$ cat src/rtl/core/rsb_pkg.sv
// ----------------------------------------------------------------------------
// rsb_pkg: shared types and constants for the radix string converter
// Character codes, configuration register indexes and the digit decoder.
// ----------------------------------------------------------------------------
package rsb_pkg;

	localparam int RADIX_W      = 6;
	localparam int WIDTH_W      = 7;
	localparam int CFG_DATA_W   = 7;
	localparam int CFG_INDEX_W  = 1;
	localparam int DIGIT_W      = 6;
	localparam int MAX_WIDTH_DEFAULT = 64;

	localparam logic [RADIX_W-1:0] RADIX_RESET = 6'd10;
	localparam logic [WIDTH_W-1:0] WIDTH_RESET = 7'd64;

	localparam logic [CFG_INDEX_W-1:0] REG_RADIX        = 1'b0;
	localparam logic [CFG_INDEX_W-1:0] REG_RESULT_WIDTH = 1'b1;

	localparam logic [7:0] CHAR_0       = 8'h30;
	localparam logic [7:0] CHAR_9       = 8'h39;
	localparam logic [7:0] CHAR_UPPER_A = 8'h41;
	localparam logic [7:0] CHAR_UPPER_Z = 8'h5A;
	localparam logic [7:0] CHAR_LOWER_A = 8'h61;
	localparam logic [7:0] CHAR_LOWER_Z = 8'h7A;
	localparam logic [7:0] LETTER_BASE  = 8'd10;

	typedef struct packed {
		logic               ok;
		logic [DIGIT_W-1:0] val;
	} digit_t;

	typedef struct packed {
		logic fire;
		logic last;
	} step_t;

	function automatic digit_t decode_digit(input logic [7:0] c);
		digit_t     d;
		logic [7:0] t;
		d.ok = 1'b0;
		t    = 8'd0;
		if (c >= CHAR_0 && c <= CHAR_9) begin
			d.ok = 1'b1;
			t    = c - CHAR_0;
		end else if (c >= CHAR_UPPER_A && c <= CHAR_UPPER_Z) begin
			d.ok = 1'b1;
			t    = c - CHAR_UPPER_A + LETTER_BASE;
		end else if (c >= CHAR_LOWER_A && c <= CHAR_LOWER_Z) begin
			d.ok = 1'b1;
			t    = c - CHAR_LOWER_A + LETTER_BASE;
		end
		d.val = t[DIGIT_W-1:0];
		return d;
	endfunction

endpackage

$ cat src/rtl/core/rsb_accum.sv
// ----------------------------------------------------------------------------
// rsb_accum: digit accumulator
// Holds the running value and sticky flags; computes acc * radix + digit.
// ----------------------------------------------------------------------------
module rsb_accum #(
	parameter int MAX_WIDTH = rsb_pkg::MAX_WIDTH_DEFAULT
) (
	input  logic                         clk,
	input  logic                         arst_n,
	input  rsb_pkg::step_t               step,
	input  logic [7:0]                   char_code,
	input  logic [rsb_pkg::RADIX_W-1:0]  radix,
	output logic [MAX_WIDTH-1:0]         acc_next,
	output logic                         ovf_next,
	output logic                         inv_next
);

	localparam int PW = MAX_WIDTH + rsb_pkg::RADIX_W + 1;

	logic [MAX_WIDTH-1:0] acc_q;
	logic                 ovf_q;
	logic                 inv_q;
	rsb_pkg::digit_t      dig;
	logic [PW-1:0]        sum;

	assign dig = rsb_pkg::decode_digit(char_code);
	assign sum = PW'(acc_q) * PW'(radix) + PW'(dig.val);

	always_comb begin
		if (dig.ok) begin
			acc_next = sum[MAX_WIDTH-1:0];
			ovf_next = ovf_q | (|sum[PW-1:MAX_WIDTH]);
			inv_next = inv_q;
		end else begin
			acc_next = acc_q;
			ovf_next = ovf_q;
			inv_next = 1'b1;
		end
	end

	always_ff @(posedge clk or negedge arst_n) begin
		if (!arst_n) begin
			acc_q <= '0;
			ovf_q <= 1'b0;
			inv_q <= 1'b0;
		end else if (step.fire) begin
			if (step.last) begin
				acc_q <= '0;
				ovf_q <= 1'b0;
				inv_q <= 1'b0;
			end else begin
				acc_q <= acc_next;
				ovf_q <= ovf_next;
				inv_q <= inv_next;
			end
		end
	end

`ifndef SYNTH
	a_clear_on_last: assert property (@(posedge clk) disable iff (!arst_n)
		step.fire && step.last |=> acc_q == '0 && !ovf_q && !inv_q)
		else $error("accumulator not cleared after last character");
	a_invalid_sticks: assert property (@(posedge clk) disable iff (!arst_n)
		step.fire && !step.last && !dig.ok |=> inv_q)
		else $error("invalid flag not set by non-digit");
	a_hold_idle: assert property (@(posedge clk) disable iff (!arst_n)
		!step.fire |=> $stable(acc_q) && $stable(ovf_q) && $stable(inv_q))
		else $error("accumulator changed without a character");
`endif

endmodule

$ cat src/rtl/core/radix_string_to_binary.sv
// ----------------------------------------------------------------------------
// radix_string_to_binary: ASCII radix text to binary integer
// Accumulates digit characters and returns the value, negated on request.
// ----------------------------------------------------------------------------
// Usage:
//   Input channel (in_valid / in_stall) carries one character per request,
//   most significant first, with last_char on the final one and negative
//   sampled with it. Non-last characters produce no output.
//   Output channel (out_valid / out_stall) carries one result per number:
//   value masked to result_width, invalid_digit and overflow.
//   Configuration channel (cfg_valid / cfg_ready, always ready) writes
//   radix (index 0) and result_width (index 1); write only while idle.
//   Throughput: one character per cycle while in_stall is low, set by the
//   single multiply-add acc * radix + digit that closes the accumulator loop.
//   Result path: a last character passes the input register, accumulate
//   and negate steps before its result is registered on the output.
//   Reset clears the pipeline, the accumulator and flags, and sets radix
//   to 10 and result_width to 64.
//   A stalled output holds its result; characters are still taken until a
//   last character finds the result path full, then in_stall rises.
// ----------------------------------------------------------------------------
module radix_string_to_binary #(
	parameter int MAX_WIDTH = rsb_pkg::MAX_WIDTH_DEFAULT
) (
	input  logic                            clk,
	input  logic                            arst_n,
	input  logic                            in_valid,
	output logic                            in_stall,
	input  logic [7:0]                      char_code,
	input  logic                            last_char,
	input  logic                            negative,
	output logic                            out_valid,
	input  logic                            out_stall,
	output logic [MAX_WIDTH-1:0]            value,
	output logic                            invalid_digit,
	output logic                            overflow,
	input  logic                            cfg_valid,
	output logic                            cfg_ready,
	input  logic [rsb_pkg::CFG_INDEX_W-1:0] cfg_index,
	input  logic [rsb_pkg::CFG_DATA_W-1:0]  cfg_data
);

	logic [rsb_pkg::RADIX_W-1:0] radix_q;
	logic [rsb_pkg::WIDTH_W-1:0] width_q;
	logic [rsb_pkg::WIDTH_W-1:0] width_eff;
	logic [MAX_WIDTH-1:0]        wmask;

	logic                 valid_s1;
	logic [7:0]           char_s1;
	logic                 last_s1;
	logic                 neg_s1;

	logic                 valid_s2;
	logic [MAX_WIDTH-1:0] val_s2;
	logic                 neg_s2;
	logic                 inv_s2;
	logic                 ovf_s2;

	logic                 out_free;
	logic                 s2_free;
	logic                 s1_adv;
	logic                 s2_adv;
	rsb_pkg::step_t       step;
	logic [MAX_WIDTH-1:0] acc_next;
	logic                 ovf_next;
	logic                 inv_next;
	logic [MAX_WIDTH-1:0] neg_val;

	assign cfg_ready = 1'b1;

	always_ff @(posedge clk or negedge arst_n) begin
		if (!arst_n) begin
			radix_q <= rsb_pkg::RADIX_RESET;
			width_q <= rsb_pkg::WIDTH_RESET;
		end else if (cfg_valid && cfg_ready) begin
			unique case (cfg_index)
				rsb_pkg::REG_RADIX:        radix_q <= cfg_data[rsb_pkg::RADIX_W-1:0];
				rsb_pkg::REG_RESULT_WIDTH: width_q <= cfg_data[rsb_pkg::WIDTH_W-1:0];
				default: ;
			endcase
		end
	end

	always_comb begin
		if (width_q == '0)
			width_eff = rsb_pkg::WIDTH_W'(1);
		else if (width_q > rsb_pkg::WIDTH_W'(MAX_WIDTH))
			width_eff = rsb_pkg::WIDTH_W'(MAX_WIDTH);
		else
			width_eff = width_q;
		for (int i = 0; i < MAX_WIDTH; i++)
			wmask[i] = rsb_pkg::WIDTH_W'(i) < width_eff;
	end

	assign out_free = !out_valid || !out_stall;
	assign s2_free  = !valid_s2 || out_free;
	assign s1_adv   = valid_s1 && (!last_s1 || s2_free);
	assign s2_adv   = valid_s2 && out_free;
	assign in_stall = valid_s1 && last_s1 && !s2_free;

	assign step.fire = s1_adv;
	assign step.last = last_s1;

	rsb_accum #(
		.MAX_WIDTH(MAX_WIDTH)
	) u_accum (
		.clk       (clk),
		.arst_n    (arst_n),
		.step      (step),
		.char_code (char_s1),
		.radix     (radix_q),
		.acc_next  (acc_next),
		.ovf_next  (ovf_next),
		.inv_next  (inv_next)
	);

	always_ff @(posedge clk or negedge arst_n) begin
		if (!arst_n) begin
			valid_s1 <= 1'b0;
		end else if (in_valid && !in_stall) begin
			valid_s1 <= 1'b1;
		end else if (s1_adv) begin
			valid_s1 <= 1'b0;
		end
	end

	always_ff @(posedge clk) begin
		if (in_valid && !in_stall) begin
			char_s1 <= char_code;
			last_s1 <= last_char;
			neg_s1  <= negative;
		end
	end

	always_ff @(posedge clk or negedge arst_n) begin
		if (!arst_n) begin
			valid_s2 <= 1'b0;
		end else if (s1_adv && last_s1) begin
			valid_s2 <= 1'b1;
		end else if (s2_adv) begin
			valid_s2 <= 1'b0;
		end
	end

	always_ff @(posedge clk) begin
		if (s1_adv && last_s1) begin
			val_s2 <= acc_next & wmask;
			neg_s2 <= neg_s1;
			inv_s2 <= inv_next;
			ovf_s2 <= ovf_next | (|(acc_next & ~wmask));
		end
	end

	assign neg_val = (~val_s2 + MAX_WIDTH'(1)) & wmask;

	always_ff @(posedge clk or negedge arst_n) begin
		if (!arst_n) begin
			out_valid <= 1'b0;
		end else if (s2_adv) begin
			out_valid <= 1'b1;
		end else if (!out_stall) begin
			out_valid <= 1'b0;
		end
	end

	always_ff @(posedge clk) begin
		if (s2_adv) begin
			if (inv_s2) begin
				value    <= '0;
				overflow <= 1'b0;
			end else begin
				value    <= neg_s2 ? neg_val : val_s2;
				overflow <= ovf_s2;
			end
			invalid_digit <= inv_s2;
		end
	end

`ifndef SYNTH
	a_stall_needs_item: assert property (@(posedge clk) disable iff (!arst_n)
		in_stall |-> valid_s1 && last_s1 && valid_s2)
		else $error("input stalled without a pending last character");
	a_invalid_zero: assert property (@(posedge clk) disable iff (!arst_n)
		out_valid && invalid_digit |-> value == '0 && !overflow)
		else $error("invalid number gave nonzero value or overflow");
	a_upper_bits_zero: assert property (@(posedge clk) disable iff (!arst_n)
		out_valid |-> (value & ~wmask) == '0)
		else $error("result bits set above configured width");
`endif

endmodule

$ cat config.mk
export PLATFORM = sky130hd
export DESIGN_NAME = radix_string_to_binary
export DESIGN_NICKNAME = d
export VERILOG_FILES = /design/src/rtl/core/rsb_pkg.sv /design/src/rtl/core/rsb_accum.sv /design/src/rtl/core/radix_string_to_binary.sv
export SDC_FILE = /design/constraint.sdc
export NUM_CORES = 1
export LEC_CHECK = 0
export ABC_AREA = 1
export BUFFER_PORTS_ARGS = -buffer_cell sky130_fd_sc_hd__buf_2
export CAP_MARGIN = 25
export CORE_MARGIN = 2
export CORE_UTILIZATION = 45
export DETAILED_ROUTE_END_ITERATION = 8
export SLEW_MARGIN = 0
export SYNTH_ARGS = -nofsm -noshare
export SYNTH_HDL_FRONTEND = slang
export SYNTH_HIERARCHICAL = 1
export SYNTH_SLANG_ARGS = --single-unit
export TNS_END_PERCENT = 20
$ cat constraint.sdc
create_clock -name clk -period 7.9 [get_ports clk]
set_clock_uncertainty 0.1 [all_clocks]
set_input_delay 1.58 -clock clk [delete_from_list [all_inputs] [get_ports clk]]
set_output_delay 1.58 -clock clk [all_outputs]
set_load 0.01 [all_outputs]
Word-level counts from Yosys, hierarchy flattened

Cells that the tools add are included.
W data, S select, Z words.

Bits in registers: 225
Input port bits: 23
Output and inout bits: 69
Logic and storage cells: 152

Add/sub/neg operators: 7
Multipliers: 1
$lt $le $gt $ge: 71
Equality and inequality tests: 1
Muxes and demuxes: 21
Bitwise gates (word level): 8
Reduce and logical (&&, ||, !) cells: 25

Operator list:

| cell                    | count |
|---|---|
| $lt A6 B7 Y1 const A    | 32 |
| $and A64 B64 Y64        | 3 |
| $mux W64                | 3 |
| $not A64 Y64            | 2 |
| $lt A5 B7 Y1 const A    | 16 |
| $add A70 B6 Y71         | 1 |
| $mul A64 B6 Y70         | 1 |
| $add A64 B1 Y64 const B | 1 |
| $reduce_or A64 Y1       | 1 |
| $lt A4 B7 Y1 const A    | 8 |
| $lt A3 B7 Y1 const A    | 4 |
| $mux W6                 | 3 |
| $ge A8 B7 Y1 const B    | 2 |
| $le A8 B7 Y1 const B    | 2 |
| $lt A1 B7 Y1 const A    | 2 |
| $lt A2 B7 Y1 const A    | 2 |
| $mux W7                 | 2 |
| $mux W1                 | 13 |
| $add A6 B4 Y6 const B   | 2 |
| $sub A6 B6 Y6 const B   | 2 |
| $logic_and A1 B1 Y1     | 9 |
| $ge A8 B6 Y1 const B    | 1 |
| $le A8 B6 Y1 const B    | 1 |
| $gt A7 B7 Y1 const B    | 1 |
| other kinds (10)        | 20 |

Longest topological paths before layout

Gate-level depths: netlist of run 1.

Depth in word-level cells: 10
Gate-level depth with buffers: 46
Gate-level depth less buffers: 43

Cells and area by module

The synthesis of run 1 kept the hierarchy.

By module, submodules not included:

| module                 | instances | cells each | area each (µm²) |
|---|---|---|---|
| rsb_accum              | 1         | 2,863      | 18,916.9 |
| radix_string_to_binary | 1         | 1,167      | 9,297.7 |

Least setup slack after synthesis of run 1

Ideal clock, no wire load.

Kind: register to register
Start point: reg radix_q[3] in the netlist's numbering
End point: reg ovf_s2, data pin
Arrival time: 5.528 ns
Setup slack: 2.015 ns
Cell stages (with the launch flop): 40
Buffers on the path: 2
Period minus slack after synthesis: 5.885 ns
Path through: dfstp_2 clkbuf_1 clkbuf_1 nand2_1 fa_1 fa_1 inv_1 fa_1 inv_1 fa_1 inv_1 ha_1 nand2_1 nand2_1 a21oi_1 nand2_1 nand2_1 nand2_2 (+4 left out) nand2_1 nand2_1 inv_1 nand2_1 nor2_1 nand2_1 nand2_1 nand2_1 a21oi_2 nand2_1 nor2_1 nand2_1 nor2_1 nand4_1 nor2_1 nand3_1 nor3_2 nand2_1

Word-level cells in the longest chain between the ends: 6
Elaborated cells between the ends (all ways): 9
Classes of those cells: 1 x add/sub; 1 x mul; 2 x mux; 3 x bitwise; 2 x reduce/logical

Ends and longest elaborated chain:

| element                  | RTL line                      | RTL |
|---|---|---|
| start: declaration       | radix_string_to_binary.sv:43  | `logic [rsb_pkg::RADIX_W-1:0] radix_q;` |
| start signal: assignment | radix_string_to_binary.sv:73  | `radix_q <= rsb_pkg::RADIX_RESET;` |
| start signal: assignment | radix_string_to_binary.sv:77  | `rsb_pkg::REG_RADIX: radix_q <= cfg_data[rsb_pkg::RADIX_W-1:0];` |
| $mul A64 B6 Y70          | rsb_accum.sv:27               | `assign sum = PW'(acc_q) * PW'(radix) + PW'(dig.val);` |
| $add A70 B6 Y71          | rsb_accum.sv:27               |  |
| $reduce_or A7 Y1         | rsb_accum.sv:32               | `ovf_next = ovf_q \| (\|sum[PW-1:MAX_WIDTH]);` |
| $or A1 B1 Y1             | rsb_accum.sv:32               |  |
| $mux W1                  | rsb_accum.sv:30               | `if (dig.ok) begin` |
| net ovf_next             | radix_string_to_binary.sv:65  | `logic ovf_next;` |
| $or A1 B1 Y1             | radix_string_to_binary.sv:150 | `ovf_s2 <= ovf_next \| (\|(acc_next & ~wmask));` |
| end signal: assignment   | radix_string_to_binary.sv:150 |  |
| end: declaration         | radix_string_to_binary.sv:57  | `logic ovf_s2;` |

The timed path passes the listed nets, and every way through them passes these cells.
A chain may end at the register's enable or synchronous reset.

Worst setup path after layout of run 1

Start point: reg radix_q[5] in the netlist's numbering
End point: reg ovf_s2, data pin

The elaborated chain is that of the path after synthesis.

==> results of run 1 <==
cells by family after synthesis:
logic type	after synthesis	share of synthesized area [%]
simple gates	1869	27.6
buf+inv	1042	14.4
compound gates	415	8.45
fa+ha+maj	412	25.0
flops	225	22.5
xor+xnor	66	2.08
other cells	1	0.0133
cell type report:
cell class	instances	area [µm²]
repair buffers	115	686
well taps	837	1050
clock buffers	33	698
flip-flops and latches	225	6350
multi-input cells	2763	17800
clock inverters	16	175
fillers	6382	31700
inverters	881	3310
registers in the layout (all words and copies together), names as in the netlist:
name           count
invalid_digit      1
u_accum/acc_q     64
neg_s1             1
neg_s2             1
valid_s2           1
u_accum/ovf_q      1
overflow           1
width_q            7
value             64
out_valid          1
ovf_s2             1
last_s1            1
char_s1            8
valid_s1           1
inv_s2             1
radix_q            6
val_s2            64
u_accum/inv_q      1
per-stage QoR:
step / area, µm² / hold WS, ns / std cells
final: 30100 / 0.335 / 4870
after global routing: 30100 / 0.352 / 4870
after CTS: 30100 / 0.339 / 4869
after detailed placement: 29200 / 0.324 / 4820
after global placement: 29200 / 0.323 / 4820
after floorplan: 28200 / 0.300 / 4030
critical path: cells and delay by family, from the launching register on:
kind	cells	cell delay, ns
AND/OR/NAND/NOR	24	2.40
adder cells (fa/ha/maj)	5	2.22
buffers and inverters	5	0.90
flip-flops	1	0.79
AO/OA/AOI/OAI	1	0.10
how the worst max path moves through the flow:
stage / to / slack, ns
after floorplan: ovf_s2$_DFFE_PP_ / 2.02
after global placement: ovf_s2$_DFFE_PP_ / 1.20
after detailed placement: ovf_s2$_DFFE_PP_ / 1.19
after CTS: ovf_s2$_DFFE_PP_ / 1.17
after global routing: ovf_s2$_DFFE_PP_ / 0.43
final: ovf_s2$_DFFE_PP_ / 1.13
layer usage:
metal,vias up,global-route usage [%],share of wire [%]
li1,12200,-,-
met1,11800,39.5,46
met2,781,44.8,45
met3,142,2.65,5.9
met4,0,8.96,3.4
met5,-,0,0
power by group through the flow:
stage	clock network, µW	logic (µW)	registers (µW)
2_1_floorplan	0	2240	1530
3_3_place_gp	0	2930	1720
3_5_place_dp	0	2930	1720
4_1_cts	1300	2960	1700
5_1_grt	1330	3400	1730
6_report	1280	2980	1700
placed cells by master (no fill, tap or decap), types with 5 or more instances in the layout:
| cell type | instances |
|---|---|
| and3_1 | 6 |
| or2_2 | 15 |
| fa_1 | 252 |
| nor4_1 | 13 |
| nor2_1 | 366 |
| ha_1 | 160 |
| a21oi_1 | 159 |
| a211oi_1 | 8 |
| nand3_2 | 9 |
| edfxtp_1 | 143 |
| a21o_1 | 5 |
| xor2_1 | 34 |
| nand4_1 | 42 |
| a21boi_0 | 14 |
| nand2_2 | 25 |
| nor3_1 | 38 |
| inv_1 | 867 |
| nand3_1 | 127 |
| clkbuf_1 | 6 |
| o21ai_0 | 118 |
| o21ai_1 | 34 |
| buf_4 | 23 |
| buf_2 | 89 |
| a31oi_1 | 11 |
| o21bai_1 | 18 |
| a21oi_2 | 15 |
| nor2_2 | 19 |
| clkbuf_16 | 27 |
| nand3b_1 | 22 |
| dfrtp_1 | 75 |
| inv_2 | 12 |
| xnor2_1 | 31 |
| nand2_1 | 1168 |
| o21a_1 | 6 |
==> flow_summary.yaml, run 1 <==
global_routing:
  grt_pass1_wl_um: 139000
  grt_overflow: 0
  grt_usage_pct: 27.8
  grt_pass1_vias: 24400
  antenna_found_initial: 1
  grt_start_max_net_pins: 76
cts:
  cts_root_buffer: "clkbuf_16"
  clkSlewWorstSetupHoldPaths_ns: 0.06
  htree_levels: 1
  worstSkewPairLatency_ns: 0.57
  clkSinkCount: 225
  tritoncts: "yes"
  cts_resized: 0
  postCtsSetupBuffers: 0
  clockBufferDepth: 3
  cts_buffers: 27
  cts.hold.buffers_added: 0
placed_design:
  globalplace.congestion: 1.01
  dpl.hpwl_um: 71400
  pre_cts_ws_ns: 1.19
  port_buffers: 90
synth:
  syn_nets: 4465
  synthTopCellsByArea: "fa_1, nand2_1, edfxtp_1, inv_1, ha_1"
  synth_cell_types: 66
  syn_avg_cell_area_um2: 7.00
  ys.flop_type: "edfxtp_1"
  yosysTopAreaCellShare_pct: 17.9
  synth.yosys.warnings: 6
  synth_edf_count: 143
  ys_seq_elements: 225
  synthTopCellsByCount: "nand2_1, inv_1, nor2_1"
  yosysMostFrequentCell: "nand2_1"
  syn-cell-area_mm2: 0.0282
  async_reset_ff_share_pct: 36.4
  netlist_instances: 4030
  ys_seq_area_share_pct: 22.5
  synth_largest_area_cell: "fa_1"
power:
  p_sw_share_pct: 46.7
  seqPwrFrac_pct: 28.5
  comb_power_share_pct: 50.0
  power_density_mw_per_mm2: 198
  intPower_uw: 3180
  p_clk_share_pct: 21.4
  p_total_uw: 5970
  peakVddDrop_mv: 0.154
  power.switching_uw: 2790
  total_leakage_power_uw: 0.0168
sta:
  drv_slew: 0
  clock.fmax_mhz: 148
  period_share_pct: 85.8
  worst_pin_slew_ns: 0.899
  hold_violations: 0
  slew_headroom_pct: 39.9
  rsz0062_at_grt: "false"
  setup_ws_ns: 1.13
  final.min_clock_period_ns: 6.77
  setup_violations: 0
  timing.setup.tns_ns: 0
critical_path:
  startpoint_type: "register"
  setup.worst_path.start: "radix_q[5]$_DFFE_PN0P_"
  max_stage_delay_ns: 0.79
  worstSetupEndpointType: "register"
  arrival_ns: 6.99
  reg2reg_to: "ovf_s2$_DFFE_PP_"
  crit_required_ns: 8.11
  crit_type: "register to register"
  cp_slowest_cell: "dfrtp_2"
  worstPathMaxFanout: 31
  r2r-start: "radix_q[5]$_DFFE_PN0P_"
  rrSetupSlack_ns: 1.13
  cpMostUsedCell: "nand2_1"
  ff2ff_path_depth: 35
layout:
  nets: 4448
  n_antenna_cell: 0
  syn2layout_area_growth_pct: 6.67
  fin_util_pct: 48.7
  drive_gt1_share_pct: 6.97
drt:
  routed_wl_um: 87900
  vias: 24900
  ant_nets: 0
  firstDrtPassIters: 6
  wl_per_cell_um: 18.1
  initialDrtViolationCount: 2108
  vias_per_cell: 5.12
  drcViolationCount: 0
die:
  ios: 92
  coreArea_mm2: 0.0618
  die_x_um: 254
  die_y_um: 254
  core.rowCount: 91
  dieArea_mm2: 0.0647
  start_util_pct: 45.6
outcome:
  status: "completed"
worst_hold_path:
  min_from: "neg_s1$_DFFE_PP_"
  hold_depth: 0
  hold-path-endpoint: "neg_s2$_DFFE_PP_"
  hold_class: "register to register"
run:
  drv_cap: 0
No activity file was read; power rests on OpenSTA's default activity.
==> run 2: changes to the inputs <==
CORE_MARGIN = 10   (was 2)
==> run 2 against run 1 <==
Compared with the run above: routed wire length decreased by 0.57%; cell count decreased by 0.25%; utilization fell by 0.23 points; critical endpoint unchanged.
==> flow_summary.yaml, run 2 (same netlist as run 1, synthesis figures left out) <==
outcome:
  status: "completed"
global_routing:
  grt_overflow: 0
  grt_pass1_vias: 24500
  grt_usage_pct: 23.9
  antenna_found_initial: 0
  grt_start_max_net_pins: 72
  grt_pass1_wl_um: 140000
sta:
  worst_pin_slew_ns: 0.998
  final.min_clock_period_ns: 6.92
  drv_slew: 0
  timing.setup.tns_ns: 0
  holdWs_ns: 0.341
  clock.fmax_mhz: 145
  period_share_pct: 87.6
  rsz0062_at_grt: "false"
  slew_headroom_pct: 33.4
  setup_ws_ns: 0.983
  hold_violations: 0
  setup_violations: 0
cts:
  cts.hold.buffers_added: 0
  cts_resized: 0
  clockBufferDepth: 3
  clkSinkCount: 225
  postCtsSetupBuffers: 0
  clkSlewWorstSetupHoldPaths_ns: 0.07
  cts_root_buffer: "clkbuf_16"
  cts_buffers: 23
  worstSkewPairLatency_ns: 0.55
  htree_levels: 1
  tritoncts: "yes"
layout:
  fin_util_pct: 48.4
  final_cell_mix: "nand2_1, inv_1, nor2_1"
  nets: 4439
  reg.largest.list: "u_accum/acc_q x64, val_s2 x64, value x64"
  syn2layout_area_growth_pct: 6.35
  final_common_cell: "nand2_1"
  drive_gt1_share_pct: 6.86
  layout.cells.non_filler: 4858
  fill_cells: 6382
  n_antenna_cell: 0
critical_path:
  cp_slowest_cell: "dfstp_2"
  startpoint_type: "register"
  cpMostUsedCell: "nand2_1"
  arrival_ns: 7.11
  max_stage_delay_ns: 1.09
  worstPathMaxFanout: 36
  ff2ff_path_depth: 32
  crit_required_ns: 8.09
  worstSetupEndpointType: "register"
  crit_type: "register to register"
power:
  total_leakage_power_uw: 0.0167
  power_density_mw_per_mm2: 199
  peakVddDrop_mv: 0.132
worst_hold_path:
  hold_class: "register to register"
  hold_depth: 0
die:
  die_y_um: 270
  dieArea_mm2: 0.0731
  ios: 92
  coreArea_mm2: 0.0619
  start_util_pct: 45.6
  core.rowCount: 91
  die_x_um: 270
drt:
  firstDrtPassIters: 6
  drcViolationCount: 0
  initialDrtViolationCount: 2158
  ant_nets: 0
  vias_per_cell: 5.11
  wl_per_cell_um: 18.0
  routed_wl_um: 87400
  vias: 24800
run:
  drv_cap: 0
placed_design:
  dpl.hpwl_um: 72600
  pre_cts_ws_ns: 0.982
  place_inst: 4816
  port_buffers: 90
  globalplace.congestion: 0.977
run 2: cell types whose count changed in the layout (fill, tap and decap cells not counted), sizes merged:
cell,before,now
clkinv,11,6
bufinv,3,6
inv,882,883
buf,115,110
clkbuf,33,23
clkinvlp,1,5
run 2: power by group:
| group | total (µW) | internal, µW | switching [µW] |
|---|---|---|---|
| clock network | 1250 | 739 | 513 |
| registers | 1710 | 1430 | 279 |
| logic | 3000 | 1020 | 1980 |
run 2: routing by layer:
metal / track usage, % / routed length [µm] / vias up
met5: 0 / 0 / -
li1: - / - / 12200
met3: 3.07 / 6040 / 143
met1: 33.9 / 40400 / 11700
met4: 7.82 / 3080 / 0
met2: 37.2 / 37900 / 826
run 2: final cells by class:
type,instances,area (µm²),share of cell area (%)
clock inverter,19,278,0.926
sequential,225,6350,21.2
timing repair buffer,110,616,2.05
tap,837,1050,3.49
multi-input combinational,2763,17800,59.4
inverter,881,3310,11.0
clock buffer,23,576,1.92
run 2: through the flow:
stage	instance area (µm²)	total power, µW
final	30000	5960
after global routing	30000	6460
after CTS	30000	5950
after detailed placement	29200	4670
after global placement	29200	4680
after floorplan	28200	3770
run 2: final timing paths:
path / startpoint / endpoint / slack (ns)
min reg2reg: neg_s1$_DFFE_PP_ / neg_s2$_DFFE_PP_ / 0.34
min in group asynchronous: arst_n / u_accum/acc_q[60]$_DFFE_PN0P_ / 0.83
min: neg_s1$_DFFE_PP_ / neg_s2$_DFFE_PP_ / 0.34
max reg2reg: radix_q[1]$_DFFE_PN1P_ / ovf_s2$_DFFE_PP_ / 0.98
max in group asynchronous: arst_n / radix_q[2]$_DFFE_PN0P_ / 5.69
max: radix_q[1]$_DFFE_PN1P_ / ovf_s2$_DFFE_PP_ / 0.98
run 2: critical path, delay by kind of cell, from the launching register on:
kind / cells / cell delay [ns]
buffers and inverters: 1 / 0.06
AOI/OAI and AO/OA: 1 / 0.10
adders and majority gates: 5 / 2.29
DFF: 1 / 1.09
and+or+nand+nor: 25 / 3.00
==> run 3: changes to the inputs <==
ABC_AREA = 0   (was 1)
REMOVE_ABC_BUFFERS = 1   (was not set)
SETUP_SLACK_MARGIN = 0.15   (was not set)
==> run 3 against run 2 <==
Compared with the run above: cell count fell by 22%; clock power fell by 4%; synthesized cell count fell by 27%; sequential cell count did not move; critical path depth fell by 6; utilization rose by 1.6 points; routed wire length fell by 2.5%; largest cell class unchanged.
==> flow_summary.yaml, run 3 <==
outcome:
  status: "completed"
cts:
  worstSkewPairLatency_ns: 0.54
  clkSinkCount: 225
  cts.hold.buffers_added: 0
  tritoncts: "yes"
  clockBufferDepth: 3
  htree_levels: 1
  cts_buffers: 25
  clkSlewWorstSetupHoldPaths_ns: 0.06
  cts_root_buffer: "clkbuf_16"
layout:
  seq_area_mm2: 0.00636
  multi_input_area_mm2: 0.0182
  final_cell_mix: "nand2_1, and2_1, fa_1"
  reg.largest.list: "u_accum/acc_q x64, val_s2 x64, value x64"
  final_area_mm2: 0.0288
  nets: 3424
  drive_gt1_share_pct: 12.0
  fill_cells: 5353
  n_antenna_cell: 0
  fin_util_pct: 50.1
  syn2layout_area_growth_pct: 10.4
  final_common_cell: "nand2_1"
drt:
  firstDrtPassIters: 6
  routed_wl_um: 85200
  wl_per_cell_um: 22.6
  initialDrtViolationCount: 2348
  drcViolationCount: 0
  vias_per_cell: 5.99
  ant_nets: 0
  vias: 22600
placed_design:
  place_area_mm2: 0.0276
  dpl.hpwl_um: 65500
  port_buffers: 90
  globalplace.congestion: 1.02
sta:
  drv_slew: 0
  slew_headroom_pct: 34.3
  rsz0062_at_grt: "false"
  final.min_clock_period_ns: 7.54
  holdWs_ns: 0.362
  worst_pin_slew_ns: 0.977
  hold_violations: 0
  period_share_pct: 95.4
  setup_violations: 0
  clock.fmax_mhz: 133
  timing.setup.tns_ns: 0
global_routing:
  grt_pass1_wl_um: 131000
  grt_usage_pct: 24.5
  grt_pass1_vias: 22400
  antenna_found_initial: 3
  grt_overflow: 0
  grt_start_max_net_pins: 69
die:
  ios: 92
  core.rowCount: 88
  die_x_um: 261
  start_util_pct: 45.3
  dieArea_mm2: 0.0681
  coreArea_mm2: 0.0576
  die_y_um: 261
critical_path:
  crit_cells: 26
  crit_type: "register to register"
  arrival_ns: 7.84
  crit_family: "adder cells"
  crit_required_ns: 8.21
  worstSetupEndpointType: "register"
  worstPathMaxFanout: 6
  startpoint_type: "register"
  cp_slowest_cell: "dfstp_4"
  crit_buf_inv: 4
  ff2ff_path_depth: 26
  max_stage_delay_ns: 0.69
synth:
  async_reset_ff_share_pct: 36.4
  synth_xor_area_share_pct: 2.35
  synth_top_family_by_area: "adder cells"
  synth_edf_count: 143
  synth_cell_types: 112
  syn-cell-area_mm2: 0.0261
  synth.mux.area_fraction_pct: 0.982
  yosysMostFrequentCell: "nand2_1"
  netlist_instances: 2930
  synthTopCellsByArea: "fa_1, edfxtp_1, ha_1, dfrtp_1, and2_1"
  ys_seq_area_share_pct: 24.3
  synth_simple_gate_area_share_pct: 22.7
  synthTopCellsByCount: "nand2_1, and2_1, fa_1"
  synth_largest_area_cell: "fa_1"
  ys.flop_type: "edfxtp_1"
  synth_adder_area_share_pct: 27.0
  synth.yosys.warnings: 6
  yosysTopAreaCellShare_pct: 19.3
  syn_avg_cell_area_um2: 8.91
  synth_compound_area_share_pct: 16.0
  ys_seq_elements: 225
worst_hold_path:
  hold_depth: 0
  hold_class: "register to register"
power:
  power_density_mw_per_mm2: 184
  total_leakage_power_uw: 0.0129
  peakVddDrop_mv: 0.162
run:
  drv_cap: 0
==> run 3: cell count changes in the layout (fill, tap and decap cells not counted), moves of 67 or more <==
cell,previous run,this run
a21oi_1,159,226
and2_1,4,263
buf_4,20,106
inv_1,867,231
nand2_1,1168,339
nand3_1,127,34
nor2_1,366,194
==> run 3: final timing paths <==
kind                                         from                       endpoint  slack [ns]
hold / removal                   neg_s1$_DFFE_PP_               neg_s2$_DFFE_PP_        0.36
max in group asynchronous                  arst_n         radix_q[0]$_DFFE_PN0P_        5.70
setup / recovery           radix_q[3]$_DFFE_PN1P_               ovf_s2$_DFFE_PP_        0.36
hold reg to reg                  neg_s1$_DFFE_PP_               neg_s2$_DFFE_PP_        0.36
min in group asynchronous                  arst_n  u_accum/acc_q[61]$_DFFE_PN0P_        0.81
setup reg to reg           radix_q[3]$_DFFE_PN1P_               ovf_s2$_DFFE_PP_        0.36
==> run 3: logic make-up (layout without fill, tap and decap cells) <==
logic type / Yosys count / count (layout)
muxes: 23 / 23
adders and majority gates: 413 / 413
AOI/OAI and AO/OA: 640 / 640
xor gates and xnor gates: 70 / 70
buffers and inverters: 415 / 492
other: 1 / 1
and+or+nand+nor: 1143 / 1143
DFF: 225 / 225
==> run 3: stage by stage <==
stage               total power [µW]  std cells  setup slack (ns)
floorplan                       3050       2750           -0.0299
global placement                3930       3709            0.0187
detailed placement              3960       3709           -0.0267
CTS                             5180       3754             0.164
global route                    5630       3772             0.101
finish                          5290       3772             0.364
==> run 3: final cells by class <==
cell class                 count  share of cell area [%]
sequential                   225                    22.1
clock buffer                  29                    2.22
multi-input combinational   2290                    63.3
clock inverter                16                   0.595
timing repair buffer         212                    5.46
tap                          765                    3.32
inverter                     235                    3.06
==> run 3: worst reg2reg max path: cells and delay by family (launching register included) <==
family,cells,cell delay (ns)
buf+inv,4,0.64
simple gates,5,0.81
compound gates,9,2.26
mux,1,0.29
xor+xnor,1,0.17
fa+ha+maj,6,2.46
flops,1,0.69
==> run 3: routing by layer <==
layer / track usage, % / vias up / wire length (µm)
li1: - / 10200 / -
met3: 4.08 / 185 / 7500
met2: 38.3 / 1079 / 38500
met4: 8.99 / 4 / 3240
met1: 33.6 / 11200 / 36000
met5: 0 / - / 21
==> run 3: report_power, final <==
part | total, µW | switching, µW | internal [µW] | leakage (µW)
registers | 1550 | 166 | 1380 | 0.00246
logic | 2550 | 1600 | 945 | 0.0101
clock network | 1200 | 512 | 684 | 0.000400
total | 5290 | 2280 | 3010 | 0.0129
==> run 3: what timing repair did <==
action                                  in CTS  in global routing
cloned                                       0                  4
pin swaps                                    2                 15
endpoints found under the setup margin       1                  1
setup buffers                                0                 14
gates resized for setup                      8                 33
